**config.mk**
```make
export PLATFORM = sky130hd
export DESIGN_NAME = scl_mem
export DESIGN_NICKNAME = d
export VERILOG_FILES = /design/src/rtl/scl_mem.sv
export SDC_FILE = /design/constraint.sdc
export NUM_CORES = 2
export LEC_CHECK = 0
export BUFFER_PORTS_ARGS = -buffer_cell sky130_fd_sc_hd__buf_2
export CORE_ASPECT_RATIO = 1.5
export CORE_MARGIN = 2
export CORE_UTILIZATION = 35
export DETAILED_ROUTE_END_ITERATION = 12
export SLEW_MARGIN = 20
export SYNTH_ARGS = -nofsm -noshare
export SYNTH_HDL_FRONTEND = slang
export SYNTH_MEMORY_MAX_BITS = 65536
export SYNTH_SLANG_ARGS = --single-unit
```
**constraint.sdc**
```tcl
create_clock -name clk -period 16.34 [get_ports clk]
set_input_delay 1.634 -clock clk [delete_from_list [all_inputs] [get_ports clk]]
set_output_delay 1.634 -clock clk [all_outputs]
set_load 0.02 [all_outputs]
```
**src/rtl/scl_mem.sv**
```systemverilog
// ----------------------------------------------------------------------------
// scl_mem
// entry memory, one write and one registered read port
// ----------------------------------------------------------------------------
module scl_mem #(
	parameter int W = 72,
	parameter int D = 64,
	parameter int AW = 6
) (
	input  logic          clk,
	input  logic          we,
	input  logic [AW-1:0] waddr,
	input  logic [W-1:0]  wdata,
	input  logic [AW-1:0] raddr,
	output logic [W-1:0]  rdata
);
	logic [W-1:0] mem [D];

	always_ff @(posedge clk) begin
		if (we) mem[waddr] <= wdata;
		rdata <= mem[raddr];
	end
endmodule

```
### After elaboration in Yosys (flattened, before gate mapping)

Memories as Yosys holds them, arrays and structs flattened. A register that Yosys moved wholly into a read port is not among the register bits.
Index checks and enable logic that the tools add are counted.

* $add $sub $neg: 0
* $mul: 0
* div/mod/pow operators: 0
* $lt $le $gt $ge: 0
* eq/ne operators: 0
* shifts and indexed selects: 0
* muxes and demuxes: 2
* bitwise gates (word level): 0
* reductions and logical operators: 0

Operators with widths (number)
* $mux W1: 2

* register bits: 0
* bits in latches: 0
* memory bits (writable): 4608
* bits in read-only memories: 0
* bits of input ports: 86
* output and inout port bits: 72
* word-level logic and storage cells: 3
* memories kept: 1

Memories
* mem: words 64, width 72, read ports 1, clocked after Yosys merged registers in 1, wr ports 1, RTL line 17 `logic [W-1:0] mem [D];`

### Depth between registers and ports, before layout

* depth in word-level cells: 2
* depth in mapped cells: 8
* depth with buffers taken out: 4

### Least setup slack after synthesis

No wires, ideal clock.

* path type: input to register
* start: input waddr[3]
* end: memory mem[48][0] (enable)
* setup time: 0.590 ns
* data arrival time: 7.042 ns
* slack: 8.707 ns
* cell stages on the path: 4
* path buffers: 1
* cells stage by stage: clkbuf_1 > nor2b_1 > nand4b_1 > nor3_1

RTL lines
* start: declaration: RTL line 12 `input logic [AW-1:0] waddr,`
* end: declaration: RTL line 17

No word-level cell before the write port.

==> results.cfg <==
[timing]
finClkSkew_ns = 0.06530
fin_tns_setup_ns = 0
hold_viol = 0
grt_setup_unrepaired = no
worst_pin_slew_ns = 1.299
drv_slew = 0
period_share = 0.3277
final-setup-viol-count = 0
slew_headroom = 0.1337
min_period_ns = 5.354
fin_hold_ws_ns = 0.8218
clock.fmax_ghz = 0.1868

[critical_path]
path_max_fanout = 99
required_ns = 17.17
critPathMaxStageDelay_ns = 0.84
worstSetupStartpointType = input port
reg2regPathDepth = 4
cp_common_cell = buf_4
critPathKind = input port to flop
cp_slowest_cell = buf_4
worstPathArrival_ns = 6.18
end_kind = flop
path_cells = buf_12 > buf_4 > buf_4 > buf_4 > mux4_2 > a22oi_1 > nand3b_1 > o211a_1

[run]
drv_cap = 0

[place]
portBuffers = 157
gp_congestion = 0.7832
dp_hpwl_mm = 286.1

[detailed_routing]
ant_nets = 0
routed-via-count = 86640
wirelength_mm = 545.3
wire_per_inst_um = 37.16
dr.pass1.iters = 6
first_iter_violations = 12650
vias_per_cell = 5.903
drc = 0

[synth]
synth_top_area_share = 0.7897
synth_top_cells_by_count = edfxtp_1 (4608), mux4_2 (1152), a22oi_1 (288)
yosysWarnings = 0
yosysTopAreaCell = edfxtp_1
synth.ff_latch_count = 4680
ys_seq_area_frac = 0.7980
synth.most_common_cell = edfxtp_1
synth_area_um2 = 175200
syn_area_per_cell_um2 = 23.99
synth_flop_cell = edfxtp_1
synth-edff-count = 4608
syn-instance-count = 7305
ys_top_cells_by_area = edfxtp_1 (79%), mux4_2 (15%), a22oi_1 (1.2%)
ys_types = 27
syn_nets = 7391
ys_async_sr_fraction = 0

[floorplan]
core-area_um2 = 499300
start_util = 0.3509
io_pins = 158
rows = 318
dieArea_um2 = 506400
fp.dieH_um = 870.6
die_w_um = 581.7

[power_and_ir_drop]
combPwrFrac = 0.047
vdd_drop_max_v = 0.00009404
sequentialPowerShare = 0.545
power.density_nw_per_um2 = 123.3
p_int_mw = 19.25
p_sw_mw = 5.224
clockPowerShare = 0.407
leakagePower_nw = 60.51
p_sw_frac = 0.2134

[cts]
clock_latency_ns = 0.97
cts_sinks = 4680
cts_buffers = 397
htreeDepth = 5
clock-root-buffer = clkbuf_16
cts_tree = built
clk_pin_slew_ns = 0.07
cts_buffer_depth = 4
post_cts_resize_count = 0
postCtsSetupRepairBufs = 0
ctsHoldBuffers = 0

[cells_and_area]
nNetsFinal = 7780
layout-drive-gt1-share = 0.2807
area_growth_pct = 13.34

[global_routing]
grt_pass1_vias = 86470
grt.total_usage = 0.2114
grt_pass1_wl_mm = 737.0
grt_max_degree = 119
overflow = 0
antenna_found_initial = 75

[min_path]
hold_path_depth = 4
hold_class = flop to flop

[run_status]
status = complete, no violations
==> worst paths after layout <==
check        slack [ns]            startpoint                end
max               10.99              raddr[0]   rdata[2]$_DFF_P_
min reg2reg        0.82  mem[7][33]$_DFFE_PP_  rdata[33]$_DFF_P_
min                0.82  mem[7][33]$_DFFE_PP_  rdata[33]$_DFF_P_
max reg2reg       14.50  mem[7][40]$_DFFE_PP_  rdata[40]$_DFF_P_
==> logic make-up (layout without fill, tap and decap cells) <==
family,after synthesis,after routing,share of synthesized area
AO/OA/AOI/OAI,630,630,0.02738
flip-flops,4680,4680,0.7980
other,0,91,0
buffers and inverters,418,1138,0.01160
multiplexers,1260,1260,0.1542
AND/OR/NAND/NOR,317,317,0.008819
==> cells in the final DEF (no fill, tap or decap), types with 5 or more instances in the layout <==
| cell | Yosys | layout |
|---|---|---|
| edfxtp_1 | 4608 | 4608 |
| mux4_2 | 1152 | 1152 |
| clkbuf_16 | 0 | 400 |
| a22oi_1 | 288 | 288 |
| buf_4 | 56 | 245 |
| buf_2 | 190 | 145 |
| o22ai_1 | 144 | 144 |
| nand3_1 | 128 | 127 |
| mux2i_1 | 108 | 108 |
| diode_2 | 0 | 91 |
| o211a_1 | 72 | 72 |
| dfxtp_1 | 72 | 72 |
| a211oi_1 | 72 | 71 |
| clkinv_2 | 0 | 70 |
| nor2_4 | 0 | 64 |
| clkbuf_1 | 143 | 64 |
| bufinv_16 | 0 | 62 |
| clkinv_1 | 0 | 62 |
| nor2_1 | 120 | 56 |
| o221ai_1 | 54 | 54 |
| clkinvlp_4 | 0 | 28 |
| nand3b_1 | 26 | 26 |
| inv_6 | 0 | 14 |
| clkbuf_8 | 0 | 14 |
| buf_12 | 0 | 11 |
| clkinv_4 | 0 | 7 |
| nand2_1 | 8 | 6 |
| nand2b_1 | 9 | 5 |
| nor2b_4 | 0 | 5 |
==> sequential cells by signal, indices dropped and copies added, names as in the netlist <==
signal / cells
rdata: 72
mem: 4608
==> power groups by stage <==
stage | Sequential, mW | Combinational, mW | Clock [mW]
after global routing | 13.4 | 1.22 | 10.5
after global placement | 13.6 | 1.14 | 0
final | 13.4 | 1.16 | 9.97
after floorplan | 13.6 | 0.611 | 0
after detailed placement | 13.6 | 1.16 | 0
after CTS | 13.4 | 1.17 | 10.1
==> through the flow <==
| step | utilization | setup WS, ns | total power, mW | cells | area, um^2 |
|---|---|---|---|---|---|
| 2_1_floorplan | - | 8.707 | 14.22 | 7305 | 175200 |
| 3_3_place_gp | 0.3700 | 9.890 | 14.75 | 13850 | 184800 |
| 3_5_place_dp | 0.3701 | 9.925 | 14.78 | 13850 | 184800 |
| 4_1_cts | 0.3971 | 10.95 | 24.60 | 14580 | 198300 |
| 5_1_grt | 0.3976 | 10.56 | 25.05 | 14660 | 198500 |
| 6_report | 0.3977 | 10.99 | 24.48 | 14680 | 198600 |
==> metal layers <==
layer  vias up  global-route usage  part of all wire
li1      32530                   -                 -
met1     47960              0.2571              0.35
met2      5075              0.3656              0.51
met3      1053             0.03858             0.091
met4        14             0.09573             0.047
met5         -                   0           0.00017
==> layout make-up <==
cell class              instances  area [um^2]
fillers                     43170       300800
flip-flops and latches       4680       139800
multi-input cells            2207        33960
clock buffers                 478        10440
well taps                    6560         8208
clock inverters               252         3028
repair buffers                408         2904
diodes                         91        227.7
==> critical path, delay by kind of cell <==
family | cells | cell delay, ns
mux | 1 | 0.59
simple gates | 1 | 0.24
compound gates | 2 | 0.42
buf+inv | 4 | 2.95
Note: power is estimated with default switching activity, not from simulation.
